File: src/design/xts_pkg.sv
// Shared types, constants and AES round functions for the XTS-AES cipher.
// Used by xts_ctrl, xts_dp and xts_aes_block_cipher; depends on nothing.
package xts_pkg;

  typedef enum logic [2:0] {
    S_IDLE,
    S_EXPAND,
    S_ADDK,
    S_ROUND,
    S_FINISH
  } xts_state_t;

  localparam logic [1:0] OP_KEY   = 2'd0;
  localparam logic [1:0] OP_START = 2'd1;
  localparam logic [1:0] OP_BLOCK = 2'd2;

  localparam logic REG_KEY_LENGTH = 1'b0;
  localparam logic REG_DIRECTION  = 1'b1;

  // Counter loads: forward key steps before decrypting and rounds, each minus one
  localparam logic [3:0] EXP_LAST_128 = 4'd9;
  localparam logic [3:0] EXP_LAST_256 = 4'd12;
  localparam logic [3:0] RND_LAST_128 = 4'd9;
  localparam logic [3:0] RND_LAST_256 = 4'd13;

  localparam logic [7:0] RCON_FIRST = 8'h01;
  localparam logic [7:0] GF128_POLY = 8'h87;
  localparam logic [7:0] GF128_NONE = 8'h00;

  typedef struct packed {
    logic capture;    // load block and key window
    logic load_tweak; // capture a start item
    logic key_wr;
    logic fwd;        // forward key schedule step
    logic bwd;        // backward key schedule step
    logic add_key;
    logic round;
    logic last;       // final round: no (inverse) MixColumns
    logic dec;
    logic tweak_job;
    logic finish;
  } xts_cmd_t;

  typedef struct packed {
    logic klen;
    logic dir;
    logic out_full;
  } xts_status_t;

  typedef logic [7:0] sbox_tbl_t [256];

  localparam sbox_tbl_t SBOX = '{
    8'h63,8'h7c,8'h77,8'h7b,8'hf2,8'h6b,8'h6f,8'hc5,8'h30,8'h01,8'h67,8'h2b,8'hfe,8'hd7,8'hab,8'h76,
    8'hca,8'h82,8'hc9,8'h7d,8'hfa,8'h59,8'h47,8'hf0,8'had,8'hd4,8'ha2,8'haf,8'h9c,8'ha4,8'h72,8'hc0,
    8'hb7,8'hfd,8'h93,8'h26,8'h36,8'h3f,8'hf7,8'hcc,8'h34,8'ha5,8'he5,8'hf1,8'h71,8'hd8,8'h31,8'h15,
    8'h04,8'hc7,8'h23,8'hc3,8'h18,8'h96,8'h05,8'h9a,8'h07,8'h12,8'h80,8'he2,8'heb,8'h27,8'hb2,8'h75,
    8'h09,8'h83,8'h2c,8'h1a,8'h1b,8'h6e,8'h5a,8'ha0,8'h52,8'h3b,8'hd6,8'hb3,8'h29,8'he3,8'h2f,8'h84,
    8'h53,8'hd1,8'h00,8'hed,8'h20,8'hfc,8'hb1,8'h5b,8'h6a,8'hcb,8'hbe,8'h39,8'h4a,8'h4c,8'h58,8'hcf,
    8'hd0,8'hef,8'haa,8'hfb,8'h43,8'h4d,8'h33,8'h85,8'h45,8'hf9,8'h02,8'h7f,8'h50,8'h3c,8'h9f,8'ha8,
    8'h51,8'ha3,8'h40,8'h8f,8'h92,8'h9d,8'h38,8'hf5,8'hbc,8'hb6,8'hda,8'h21,8'h10,8'hff,8'hf3,8'hd2,
    8'hcd,8'h0c,8'h13,8'hec,8'h5f,8'h97,8'h44,8'h17,8'hc4,8'ha7,8'h7e,8'h3d,8'h64,8'h5d,8'h19,8'h73,
    8'h60,8'h81,8'h4f,8'hdc,8'h22,8'h2a,8'h90,8'h88,8'h46,8'hee,8'hb8,8'h14,8'hde,8'h5e,8'h0b,8'hdb,
    8'he0,8'h32,8'h3a,8'h0a,8'h49,8'h06,8'h24,8'h5c,8'hc2,8'hd3,8'hac,8'h62,8'h91,8'h95,8'he4,8'h79,
    8'he7,8'hc8,8'h37,8'h6d,8'h8d,8'hd5,8'h4e,8'ha9,8'h6c,8'h56,8'hf4,8'hea,8'h65,8'h7a,8'hae,8'h08,
    8'hba,8'h78,8'h25,8'h2e,8'h1c,8'ha6,8'hb4,8'hc6,8'he8,8'hdd,8'h74,8'h1f,8'h4b,8'hbd,8'h8b,8'h8a,
    8'h70,8'h3e,8'hb5,8'h66,8'h48,8'h03,8'hf6,8'h0e,8'h61,8'h35,8'h57,8'hb9,8'h86,8'hc1,8'h1d,8'h9e,
    8'he1,8'hf8,8'h98,8'h11,8'h69,8'hd9,8'h8e,8'h94,8'h9b,8'h1e,8'h87,8'he9,8'hce,8'h55,8'h28,8'hdf,
    8'h8c,8'ha1,8'h89,8'h0d,8'hbf,8'he6,8'h42,8'h68,8'h41,8'h99,8'h2d,8'h0f,8'hb0,8'h54,8'hbb,8'h16
  };

  function automatic sbox_tbl_t build_inv_sbox();
    sbox_tbl_t t;
    for (int i = 0; i < 256; i++) begin
      t[SBOX[i]] = i[7:0];
    end
    return t;
  endfunction

  localparam sbox_tbl_t INV_SBOX = build_inv_sbox();

  function automatic logic [7:0] xt(input logic [7:0] a);
    return {a[6:0], 1'b0} ^ (a[7] ? 8'h1b : 8'h00);
  endfunction

  function automatic logic [7:0] inv_xt(input logic [7:0] a);
    logic [7:0] t;
    t = a ^ 8'h1b;
    return a[0] ? {1'b1, t[7:1]} : {1'b0, a[7:1]};
  endfunction

  // Schedule core: RotWord+SubWord+Rcon, or SubWord only
  function automatic logic [31:0] key_core(input logic [31:0] w, input logic [7:0] rc,
                                           input logic rot);
    logic [31:0] r;
    r = rot ? {w[7:0], w[31:8]} : w;
    for (int k = 0; k < 4; k++) begin
      r[8*k +: 8] = SBOX[r[8*k +: 8]];
    end
    if (rot) begin
      r[7:0] = r[7:0] ^ rc;
    end
    return r;
  endfunction

  function automatic logic [127:0] enc_round(input logic [127:0] s, input logic [127:0] k,
                                             input logic last);
    logic [127:0] u;
    logic [7:0] a0, a1, a2, a3;
    for (int c = 0; c < 4; c++) begin
      for (int i = 0; i < 4; i++) begin
        u[8*(i+4*c) +: 8] = SBOX[s[8*(i+4*((c+i)%4)) +: 8]];
      end
    end
    if (!last) begin
      for (int c = 0; c < 4; c++) begin
        a0 = u[32*c +: 8];
        a1 = u[32*c+8 +: 8];
        a2 = u[32*c+16 +: 8];
        a3 = u[32*c+24 +: 8];
        u[32*c +: 8]    = xt(a0) ^ xt(a1) ^ a1 ^ a2 ^ a3;
        u[32*c+8 +: 8]  = a0 ^ xt(a1) ^ xt(a2) ^ a2 ^ a3;
        u[32*c+16 +: 8] = a0 ^ a1 ^ xt(a2) ^ xt(a3) ^ a3;
        u[32*c+24 +: 8] = xt(a0) ^ a0 ^ a1 ^ a2 ^ xt(a3);
      end
    end
    return u ^ k;
  endfunction

  function automatic logic [7:0] gm9(input logic [7:0] a);
    return xt(xt(xt(a))) ^ a;
  endfunction

  function automatic logic [7:0] gm11(input logic [7:0] a);
    return xt(xt(xt(a))) ^ xt(a) ^ a;
  endfunction

  function automatic logic [7:0] gm13(input logic [7:0] a);
    return xt(xt(xt(a))) ^ xt(xt(a)) ^ a;
  endfunction

  function automatic logic [7:0] gm14(input logic [7:0] a);
    return xt(xt(xt(a))) ^ xt(xt(a)) ^ xt(a);
  endfunction

  function automatic logic [127:0] dec_round(input logic [127:0] s, input logic [127:0] k,
                                             input logic last);
    logic [127:0] u;
    logic [7:0] a0, a1, a2, a3;
    for (int c = 0; c < 4; c++) begin
      for (int i = 0; i < 4; i++) begin
        u[8*(i+4*((c+i)%4)) +: 8] = INV_SBOX[s[8*(i+4*c) +: 8]];
      end
    end
    u = u ^ k;
    if (!last) begin
      for (int c = 0; c < 4; c++) begin
        a0 = u[32*c +: 8];
        a1 = u[32*c+8 +: 8];
        a2 = u[32*c+16 +: 8];
        a3 = u[32*c+24 +: 8];
        u[32*c +: 8]    = gm14(a0) ^ gm11(a1) ^ gm13(a2) ^ gm9(a3);
        u[32*c+8 +: 8]  = gm9(a0) ^ gm14(a1) ^ gm11(a2) ^ gm13(a3);
        u[32*c+16 +: 8] = gm13(a0) ^ gm9(a1) ^ gm14(a2) ^ gm11(a3);
        u[32*c+24 +: 8] = gm11(a0) ^ gm13(a1) ^ gm9(a2) ^ gm14(a3);
      end
    end
    return u;
  endfunction

endpackage

File: src/design/xts_ctrl.sv
// Sequencer for the XTS-AES cipher: accepts items, counts key steps and rounds.
// Depends on xts_pkg; drives xts_dp through xts_cmd_t.
module xts_ctrl (
  input  logic                  clk,
  input  logic                  rst,
  input  logic                  in_valid,
  output logic                  in_stall,
  input  logic [1:0]            opcode,
  input  xts_pkg::xts_status_t  status,
  output xts_pkg::xts_cmd_t     cmd
);
  import xts_pkg::*;

  xts_state_t state, state_next;
  logic [3:0] cnt, cnt_next;
  logic job_tweak, job_tweak_next;
  logic job_dec, job_dec_next;

  always_ff @(posedge clk) begin
    if (rst) begin
      state     <= S_IDLE;
      cnt       <= '0;
      job_tweak <= 1'b0;
      job_dec   <= 1'b0;
    end else begin
      state     <= state_next;
      cnt       <= cnt_next;
      job_tweak <= job_tweak_next;
      job_dec   <= job_dec_next;
    end
  end

  always_comb begin
    state_next     = state;
    cnt_next       = cnt;
    job_tweak_next = job_tweak;
    job_dec_next   = job_dec;
    case (state)
      S_IDLE: begin
        if (in_valid && opcode == OP_START) begin
          job_tweak_next = 1'b1;
          job_dec_next   = 1'b0;
          state_next     = S_ADDK;
        end else if (in_valid && opcode == OP_BLOCK) begin
          job_tweak_next = 1'b0;
          job_dec_next   = status.dir;
          if (status.dir) begin
            state_next = S_EXPAND;
            cnt_next   = status.klen ? EXP_LAST_256 : EXP_LAST_128;
          end else begin
            state_next = S_ADDK;
          end
        end
      end
      S_EXPAND: begin
        if (cnt == '0) begin
          state_next = S_ADDK;
        end else begin
          cnt_next = cnt - 4'd1;
        end
      end
      S_ADDK: begin
        cnt_next   = status.klen ? RND_LAST_256 : RND_LAST_128;
        state_next = S_ROUND;
      end
      S_ROUND: begin
        if (cnt == '0) begin
          state_next = S_FINISH;
        end else begin
          cnt_next = cnt - 4'd1;
        end
      end
      S_FINISH: begin
        if (job_tweak || !status.out_full) begin
          state_next = S_IDLE;
        end
      end
      default: begin
        state_next = S_IDLE;
      end
    endcase
  end

  always_comb begin
    cmd           = '0;
    cmd.tweak_job = job_tweak;
    cmd.dec       = job_dec;
    in_stall      = 1'b1;
    case (state)
      S_IDLE: begin
        in_stall       = 1'b0;
        cmd.key_wr     = in_valid && opcode == OP_KEY;
        cmd.capture    = in_valid && (opcode == OP_START || opcode == OP_BLOCK);
        cmd.load_tweak = opcode == OP_START;
      end
      S_EXPAND: begin
        cmd.fwd = 1'b1;
      end
      S_ADDK: begin
        cmd.add_key = 1'b1;
        cmd.fwd     = !job_dec;
        cmd.bwd     = job_dec;
      end
      S_ROUND: begin
        cmd.round = 1'b1;
        cmd.last  = cnt == '0;
        cmd.fwd   = !job_dec;
        cmd.bwd   = job_dec;
      end
      S_FINISH: begin
        cmd.finish = job_tweak || !status.out_full;
      end
      default: begin
        in_stall = 1'b1;
      end
    endcase
  end

  a_no_double_step: assert property (@(posedge clk) disable iff (rst)
    !(cmd.fwd && cmd.bwd)) else $error("forward and backward key step together");

  a_busy_after_job: assert property (@(posedge clk) disable iff (rst)
    (in_valid && !in_stall && (opcode == OP_START || opcode == OP_BLOCK))
    |=> state != S_IDLE) else $error("accepted job did not start");

  a_round_count: assert property (@(posedge clk) disable iff (rst)
    state == S_ROUND |-> cnt <= RND_LAST_256) else $error("round counter out of range");

endmodule

File: config.mk
export PLATFORM = sky130hd
export DESIGN_NAME = xts_ctrl
export DESIGN_NICKNAME = d
export VERILOG_FILES = /design/src/design/xts_pkg.sv /design/src/design/xts_ctrl.sv
export SDC_FILE = /design/constraint.sdc
export NUM_CORES = 1
export LEC_CHECK = 0
export BUFFER_PORTS_ARGS = -buffer_cell sky130_fd_sc_hd__buf_2
export CORE_AREA = 2 2 42 44
export DETAILED_ROUTE_END_ITERATION = 7
export DIE_AREA = 0 0 44 46
export PLACE_DENSITY = 0.73
export SETUP_SLACK_MARGIN = 0.1
export SLEW_MARGIN = 30
export SYNTH_ARGS = -nofsm -noshare
export SYNTH_HDL_FRONTEND = slang
export SYNTH_SLANG_ARGS = --single-unit
export TNS_END_PERCENT = 10
File: constraint.sdc
create_clock -name clk -period 2.1 [get_ports clk]
set_input_delay 0.63 -clock clk [delete_from_list [all_inputs] [get_ports clk]]
set_output_delay 0.63 -clock clk [all_outputs]
set_load 0.01 [all_outputs]
=== Word level (Yosys, flattened, before mapping) ===
Cells that the tools add are included.

* Add/sub/neg operators: 1
* Eq/ne operators: 14
* Muxes and demuxes: 25
* Reduce and logical (&&, ||, !) cells: 18

{| class="wikitable"
|+ Operators with widths
! kind !! number
|-
| 3-bit 2-to-1 mux || 8
|-
| 4-bit 2-to-1 mux || 4
|-
| 3-bit one-hot mux with 5 select lines || 1
|-
| 2-bit inequality test (second input constant) || 7
|-
| 4-bit one-hot mux with 3 select lines || 1
|-
| 1-bit 2-to-1 mux || 8
|-
| 3-bit by 2-bit equality test with 1-bit output (second input constant) || 2
|-
| 5-bit AND reduction || 1
|-
| 1-bit logical AND || 4
|-
| 4-bit logical NOT || 1
|-
| 2-bit 2-to-1 mux || 2
|-
| 4-bit AND reduction || 1
|-
| 2-bit OR reduction || 2
|-
| 4-bit by 1-bit subtractor with 4-bit output (second input constant) || 1
|-
| 3-bit by 1-bit equality test with 1-bit output (second input constant) || 1
|-
| 3-bit equality test (second input constant) || 1
|-
| 3-bit logical NOT || 1
|-
| 3-bit inequality test (second input constant) || 1
|-
| 3-bit nonzero test || 1
|-
| 2-bit by 1-bit equality test with 1-bit output (second input constant) || 1
|-
| 2-bit equality test (second input constant) || 1
|-
| 1-bit logical NOT || 2
|-
| 2-bit logical NOT || 1
|-
| 1-bit logical OR || 2
|-
| 3 further kinds || 3
|}

* Bits in registers: 9
* Input bits: 8
* Output and inout port bits: 12
* Word-level logic and storage cells: 62

=== Logic depth before layout (Yosys ltp) ===
Gate-level depths: netlist of run 1.

* Depth after elaboration: 5
* Gate-level depth with buffers: 6
* Gate-level depth less buffers: 6

=== Worst setup path after synthesis of run 1 ===
Ideal clock, no wire load.

* Path kind: input-to-reg
* Start: input opcode[1]
* End: register cnt[3]
* Library setup time: 0.103 ns
* Arrival time: 1.797 ns
* Required time: 1.997 ns
* Slack: 0.199 ns
* Cell stages on the path: 6
* Buffers on the path: 0
* Cells stage by stage: inv_1 > ha_1 > o21ai_0 > a32oi_4 > a41oi_4 > a2111oi_2

* Cells in the longest elaborated chain, start to end: 4
* Elaborated cells between the ends (all ways): 7
* Classes of those cells: 4 x eq/ne; 3 x reduce/logical

{| class="wikitable"
|+ Ends and longest elaborated chain
! item !! line !! RTL
|-
| start: declaration || xts_ctrl.sv:8 || <nowiki>input logic [1:0] opcode,</nowiki>
|-
| 2-bit equality test or 2-bit by 1-bit equality test with 1-bit output (tied branches) || xts_ctrl.sv:44, xts_ctrl.sv:40 ||
|-
| 1-bit logical AND (on tied branches) || xts_ctrl.sv:44, xts_ctrl.sv:40 ||
|-
| 2-bit inequality test (no source line) || n/a ||
|-
| 5-bit AND reduction (no source line) * || n/a ||
|-
| end signal: assignment || xts_ctrl.sv:27 || <nowiki>cnt <= cnt_next;</nowiki>
|-
| end: declaration || xts_ctrl.sv:15 || <nowiki>logic [3:0] cnt, cnt_next;</nowiki>
|}

Every way passes the cells marked *; elsewhere a longest branch is shown, timed or not.
A chain may end at the register's enable or synchronous reset.

==> results of run 1 <==
power by group through the flow:
stage | sequential, mW | clock [mW] | combinational, mW
final | 0.246 | 0.142 | 0.351
after global routing | 0.251 | 0.155 | 0.380
after CTS | 0.238 | 0.141 | 0.314
after detailed placement | 0.238 | 0 | 0.305
after global placement | 0.236 | 0 | 0.301
after floorplan | 0.221 | 0 | 0.243
metrics by stage:
step / power (mW) / area [um2] / hold slack [ns]
after floorplan: 0.464 / 732 / 0.465
after global placement: 0.537 / 840 / 0.493
after detailed placement: 0.542 / 840 / 0.504
after CTS: 0.692 / 877 / 0.521
after global routing: 0.787 / 912 / 0.536
final: 0.740 / 912 / 0.517
cell usage in the layout (no fill, tap or decap), drive strengths merged, types with 2 or more instances in the layout:
| cell | n |
|---|---|
| a21o | 2 |
| nor3b | 2 |
| o21ai | 2 |
| a32oi | 3 |
| or3b | 3 |
| ha | 5 |
| inv | 6 |
| nand2 | 5 |
| nand2b | 3 |
| nor2b | 3 |
| and2 | 3 |
| nand3b | 2 |
| nor3 | 3 |
| mux2i | 3 |
| buf | 25 |
| a31oi | 2 |
| nor2 | 10 |
| and3 | 4 |
| dfxtp | 9 |
| clkbuf | 4 |
layout make-up:
type                    count  area, um2  area share [%]
repair buffers             25        140            15.4
inverters                   6       22.5            2.47
clock buffers               4       26.3            2.88
multi-input cells          65        518            56.8
well taps                  17       21.3            2.33
flip-flops and latches      9        184            20.2
flip-flops by register name, indices dropped and copies added (netlist names):
signal / flops
job_dec: 1
job_tweak: 1
state: 3
cnt: 4
worst paths after layout:
check	startpoint	to	slack [ns]	depth (start not counted)
worst max-delay path	cnt[1]	cmd[3]	0.1	5
worst min-delay path	cnt[1]	cnt[1]	0.52	2
worst min register to register	cnt[1]	cnt[1]	0.52	2
worst max register to register	cnt[1]	cnt[2]	0.42	7
cell families (layout without fill, tap and decap cells):
| kind of cell | Yosys count | in the layout | synth area share (%) |
|---|---|---|---|
| buffers and inverters | 12 | 35 | 8.37 |
| AOI/OAI and AO/OA | 16 | 16 | 22.2 |
| adders and majority gates | 5 | 5 | 8.55 |
| and+or+nand+nor | 41 | 41 | 32.1 |
| DFF | 9 | 9 | 24.6 |
| muxes | 3 | 3 | 4.10 |
per-layer routing:
| metal | vias to the layer above | wire length (um) |
|---|---|---|
| li1 | 350 | - |
| met2 | 29 | 839 |
| met4 | 0 | 31 |
| met3 | 4 | 115 |
| met1 | 321 | 730 |
| met5 | - | 0 |
worst register-to-register path, stage by stage, from the launching register on:
cell and delay (ns):
sky130_fd_sc_hd__dfxtp_1 0.32, sky130_fd_sc_hd__inv_1 0.08, sky130_fd_sc_hd__ha_2 0.19, sky130_fd_sc_hd__buf_4 0.10, sky130_fd_sc_hd__or3b_2 0.45, sky130_fd_sc_hd__a32oi_1 0.22, sky130_fd_sc_hd__or3b_1 0.15, sky130_fd_sc_hd__o2bb2ai_1 0.11
what timing repair did:
item / CTS / global route
buffers inserted: 0 / 2
setup endpoints to repair: 5 / 8
pin swaps: 0 / 1
resized for setup: 2 / 8
==> impl_metrics.csv, run 1 <==
group,metric,value,unit
clock_tree,clk_latency,0.27,ns
drt,vias,704,
setup_path,worstPathBufferInverterCount,2,
power,power.net_switching,0.288,mW
power,combinationalPowerShare,47.5,%
global_route,met3_usage,3.57,%
layout,drive_gt1_share,40.4,%
timing,drv_slew,0,
clock_tree,htreeDepth,1,
timing,final-setup-viol-count,0,
clock_tree,maximum_number_of_buffers_from_clock_root_to_sink,2,
layout,layout-area-overhead-vs-synth,24.6,%
global_route,largest_net_degree_at_the_start_of_global_routing,13,
global_route,use_met1,21.8,%
power,switching_share,38.9,%
setup_path,end_kind,"primary output",
setup_path,slowest_delay,0.32,ns
layout,antenna-diode-count,0,
setup_path,worstPathCellList,"inv_1 > ha_2 > nor3b_4 > and3_4 > buf_2",
global_route,groute.layer.met2.usage,30.6,%
setup_path,critical_path_class,"flop to primary output",
setup_path,cp-start-kind,"flop",
layout,final_util,56.5,%
synth,synth-async-reset-ratio,0,%
setup_path,critical_path.top_delay_family,"simple AND/OR/NAND/NOR gates",
global_route,grt_first_pass_wirelength,2750,um
clock_tree,cts.clk_slew.worst_paths,0.06,ns
timing,tightestPinTransition,0.415,ns
placement,post-place-ws,-0.0167,ns
power,power_frac_seq,33.3,%
placement,place.detailed.instances,120,
outcome,status,"finished, final reports clean",
clock_tree,tritoncts.num_buffers,3,
placement,port_bufs,19,
synth,ys.warnings.count,0,
power,total_leakage_power,0.429,nW
floorplan,core-area,1610,um2
synth,syn_area,732,um2
synth,sequential_cell_area_fraction_in_the_yosys_report,24.6,%
clock_tree,cts_root_buffer,"sky130_fd_sc_hd__clkbuf_4",
drt,routed_wl,1720,um
synth,synth_cells,86,
drt,number_of_drc_markers_in_iteration_0,21,
timing,fin_worst_skew,0.00581,ns
power,peakVddDrop,0.000366,V
timing,achievable-frequency,500,MHz
synth,post_synth_main_area_contributors,"sky130_fd_sc_hd__dfxtp_1, sky130_fd_sc_hd__ha_1, sky130_fd_sc_hd__nor2_1",
drt,wl_per_cell,13.6,um
drt,drc,0,
drt,detail-route-antenna-nets,0,
floorplan,floorplan.io_pins,20,
global_route,grt.total_usage,18.1,%
power,power_density_over_the_cells,811,nW/um2
timing,rsz_0062_raised_after_global_routing,"true",
clock_tree,tritoncts,"done",
drt,detailedRoute.firstPassIterationCount,6,
synth,postSynthNetCount,99,
timing,max_slew_margin,72.0,%
setup_path,critical_path.max_fanout,3,
floorplan,num_rows,15,
synth,netlist_top_cells_count,"sky130_fd_sc_hd__dfxtp_1, sky130_fd_sc_hd__nor2_1, sky130_fd_sc_hd__inv_1, sky130_fd_sc_hd__ha_1, sky130_fd_sc_hd__nand2_1",
timing,final_period_minus_worst_setup_slack,2.00,ns
timing,finalHoldViolations,0,
placement,gpl.final_weighted_congestion,0.795,
layout,final_cells,126,
drt,viasPerCell,5.59,
synth,synth.lib_cells_used.distinct,35,
setup_path,worstPathRequired,1.47,ns
worst_hold_path,timing.hold.worst.class,"flop to flop",
synth,postSynth.topFlopCell,"sky130_fd_sc_hd__dfxtp_1",
synth,ys_seq_elements,9,
power,power_frac_clock,19.2,%
flow_run,drv.max_cap_violation_count,0,
floorplan,initial_core_util,45.3,%
clock_tree,post_cts_hold_buffer_count,0,
layout,fillerInstances,142,
setup_path,cpMaxStageDelayCell,"sky130_fd_sc_hd__dfxtp_1",
global_route,antenna_violations_before_repair,0,
global_route,grt_pass1_vias,678,
setup_path,timing.critical_path.arrival,1.37,ns
synth,yosysTopAreaCell,"sky130_fd_sc_hd__dfxtp_1",
placement,post-dp-hpwl,1270,um
floorplan,die_width,44,um
synth,postSynthAreaPerCell,8.51,um2
floorplan,die_y,46,um
clock_tree,clock-sinks,9,
layout,design.final.nets,123,
timing,finalSetupTns,0,ns
power,intPower,0.452,mW
timing,postLayoutSetupSlackWorst,0.0989,ns
timing,timing.final.crit_share,95.3,%
global_route,top_usage_layer,"met2",
floorplan,design.die.area,2020,um2
global_route,globalRoute.totalOverflow,0,
synth,synth_enable_flop_cells,0,
synth,synthDominantCellAreaShare,24.6,%
Note: power is estimated with default switching activity, not from simulation.
==> inputs of run 2 (changes only) <==
--- a/config.mk
+++ b/config.mk
@@ -6,10 +6,11 @@
 export NUM_CORES = 1
 export LEC_CHECK = 0
 export BUFFER_PORTS_ARGS = -buffer_cell sky130_fd_sc_hd__buf_2
-export CORE_AREA = 2 2 42 44
+export CORE_AREA = 2 2 44 46
 export DETAILED_ROUTE_END_ITERATION = 7
-export DIE_AREA = 0 0 44 46
-export PLACE_DENSITY = 0.73
+export DIE_AREA = 0 0 46 48
+export PLACE_DENSITY = 0.7
+export REMOVE_ABC_BUFFERS = 1
 export SETUP_SLACK_MARGIN = 0.1
 export SLEW_MARGIN = 30
 export SYNTH_ARGS = -nofsm -noshare
==> constraint.sdc (replaced) <==
create_clock -name clk -period 1.64 [get_ports clk]
set_input_delay 0.492 -clock clk [delete_from_list [all_inputs] [get_ports clk]]
set_output_delay 0.492 -clock clk [all_outputs]
set_load 0.01 [all_outputs]
==> impl_metrics.csv, run 2 (same netlist as run 1, synthesis figures left out) <==
group,metric,value,unit
clock_tree,tritoncts.num_buffers,3,
timing,timing.final.crit_share,107,%
outcome,status,"finished, violations left",
drt,viasPerCell,5.34,
floorplan,num_rows,15,
layout,largestRegisters,"cnt (4), state (3)",
floorplan,core-area,1690,um2
layout,layout_common_cells,"sky130_fd_sc_hd__buf_4, sky130_fd_sc_hd__buf_2, sky130_fd_sc_hd__nor2_1",
setup_path,critical_path.max_fanout,2,
power,peakVddDrop,0.000511,V
power,power_density_over_the_cells,954,nW/um2
layout,final_util,66.4,%
setup_path,worstPathBufferInverterCount,2,
setup_path,worstPathRequired,1.15,ns
setup_path,end_kind,"primary output",
flow_run,drv.max_cap_violation_count,0,
drt,wl_per_cell,14.0,um
drt,routed_wl,1980,um
placement,place.detailed.instances,134,
outcome,failed_checks,"setup timing",
layout,sequential_cell_area,194,um2
floorplan,die_width,46,um
floorplan,design.die.area,2210,um2
drt,number_of_drc_markers_in_iteration_0,15,
timing,max_slew_margin,74.3,%
floorplan,initial_core_util,43.3,%
drt,detailedRoute.firstPassIterationCount,4,
global_route,antenna_violations_before_repair,0,
placement,post-dp-hpwl,1420,um
clock_tree,clock-sinks,9,
timing,fin_worst_skew,0.00976,ns
setup_path,timing.critical_path.arrival,1.27,ns
timing,achievable-frequency,568,MHz
floorplan,floorplan.io_pins,20,
setup_path,start_point_of_the_critical_path,"cnt[0]",
setup_path,reg2reg_start,"state[1]",
setup_path,cpMaxStageDelayCell,"sky130_fd_sc_hd__dfxtp_2",
timing,postLayoutSetupSlackWorst,-0.120,ns
power,total_leakage_power,0.516,nW
timing,tightestPinTransition,0.382,ns
layout,final_cells,141,
global_route,largest_net_degree_at_the_start_of_global_routing,12,
layout,antenna-diode-count,0,
worst_hold_path,timing.hold.worst.class,"flop to flop",
layout,largest_register_ff_count,4,
setup_path,cp-start-kind,"flop",
layout,layout_commonest_cell,"sky130_fd_sc_hd__buf_4",
global_route,grt_first_pass_wirelength,2970,um
drt,vias,753,
clock_tree,tritoncts,"done",
global_route,globalRoute.totalOverflow,0,
global_route,grt_pass1_vias,664,
layout,design.final.nets,138,
clock_tree,maximum_number_of_buffers_from_clock_root_to_sink,2,
layout,drive_gt1_share,55.6,%
timing,final_period_minus_worst_setup_slack,1.76,ns
clock_tree,cts_root_buffer,"sky130_fd_sc_hd__clkbuf_4",
timing,drv_slew,0,
drt,drc,0,
clock_tree,clk_latency,0.27,ns
timing,final-setup-viol-count,7,
clock_tree,cts.clk_slew.worst_paths,0.07,ns
timing,finalHoldViolations,0,
setup_path,worstPathCellList,"inv_2 > ha_4 > nor3b_4 > and3_4 > buf_6",
placement,port_bufs,19,
drt,detail-route-antenna-nets,0,
setup_path,slowest_delay,0.32,ns
layout,fillerInstances,129,
setup_path,critical_path_class,"flop to primary output",
layout,layout-area-overhead-vs-synth,53.3,%
global_route,grt.total_usage,19.3,%
layout,largest-register,"cnt",
worst_hold_path,startpoint_of_the_most_critical_hold_path,"job_tweak",
layout,multi_input_comb_area,587,um2
setup_path,critical_path.top_delay_family,"simple AND/OR/NAND/NOR gates",
clock_tree,htreeDepth,1,
floorplan,die_y,48,um
placement,gpl.final_weighted_congestion,0.801,
timing,rsz_0062_raised_after_global_routing,"true",
==> run 2: final timing paths <==
check / endpoint / slack (ns) / cells past startpoint
setup / recovery: cmd[3] / -0.12 / 5
hold / removal: job_tweak / 0.52 / 2
setup reg to reg: cnt[3] / 0.10 / 5
hold reg to reg: job_tweak / 0.52 / 2
==> run 2: what timing repair did <==
item	4_1_cts	5_1_grt
resized for setup	25	7
hold buffers	0	0
setup endpoints to repair	15	16
pin swaps	10	3
buffers inserted	2	1
==> run 2: worst register-to-register path: stages (launching register included) <==
cell	delay (ns)
sky130_fd_sc_hd__dfxtp_4	0.40
sky130_fd_sc_hd__nor3_4	0.08
sky130_fd_sc_hd__buf_4	0.14
sky130_fd_sc_hd__a32oi_4	0.25
sky130_fd_sc_hd__a41oi_4	0.22
sky130_fd_sc_hd__a2111oi_4	0.37
==> run 2: metal layers <==
layer | vias up | routed length [um] | track usage, % | part of all wire, %
met5 | - | 0 | 0 | 0
met4 | 0 | 12 | 5.14 | 0.61
met3 | 2 | 62 | 5.66 | 3.1
met2 | 11 | 921 | 30.8 | 47
met1 | 359 | 980 | 25.3 | 50
li1 | 381 | - | - | -
==> run 2: where the power goes <==
part / internal (mW) / switching [mW] / total [mW]
registers: 0.256 / 0.0507 / 0.307
logic: 0.314 / 0.271 / 0.585
clock network: 0.0940 / 0.0854 / 0.179
==> run 2: area by class of cell <==
class / count / area share [%]
sequential: 9 / 17.3
multi-input combinational: 65 / 52.3
tap: 17 / 1.90
inverter: 6 / 2.01
clock buffer: 4 / 2.34
timing repair buffer: 40 / 24.2
==> run 2: stage by stage <==
step	setup TNS (ns)	power (mW)	setup WS (ns)	instance area, um2	hold slack, ns
floorplan	-0.289	0.577	-0.122	693	0.464
global placement	-1.31	0.746	-0.258	945	0.496
global route	-1.01	1.14	-0.179	1120	0.550
finish	-0.551	1.07	-0.120	1120	0.524
detailed placement	-1.58	0.758	-0.319	945	0.503
CTS	-0.497	1.03	-0.142	1070	0.523
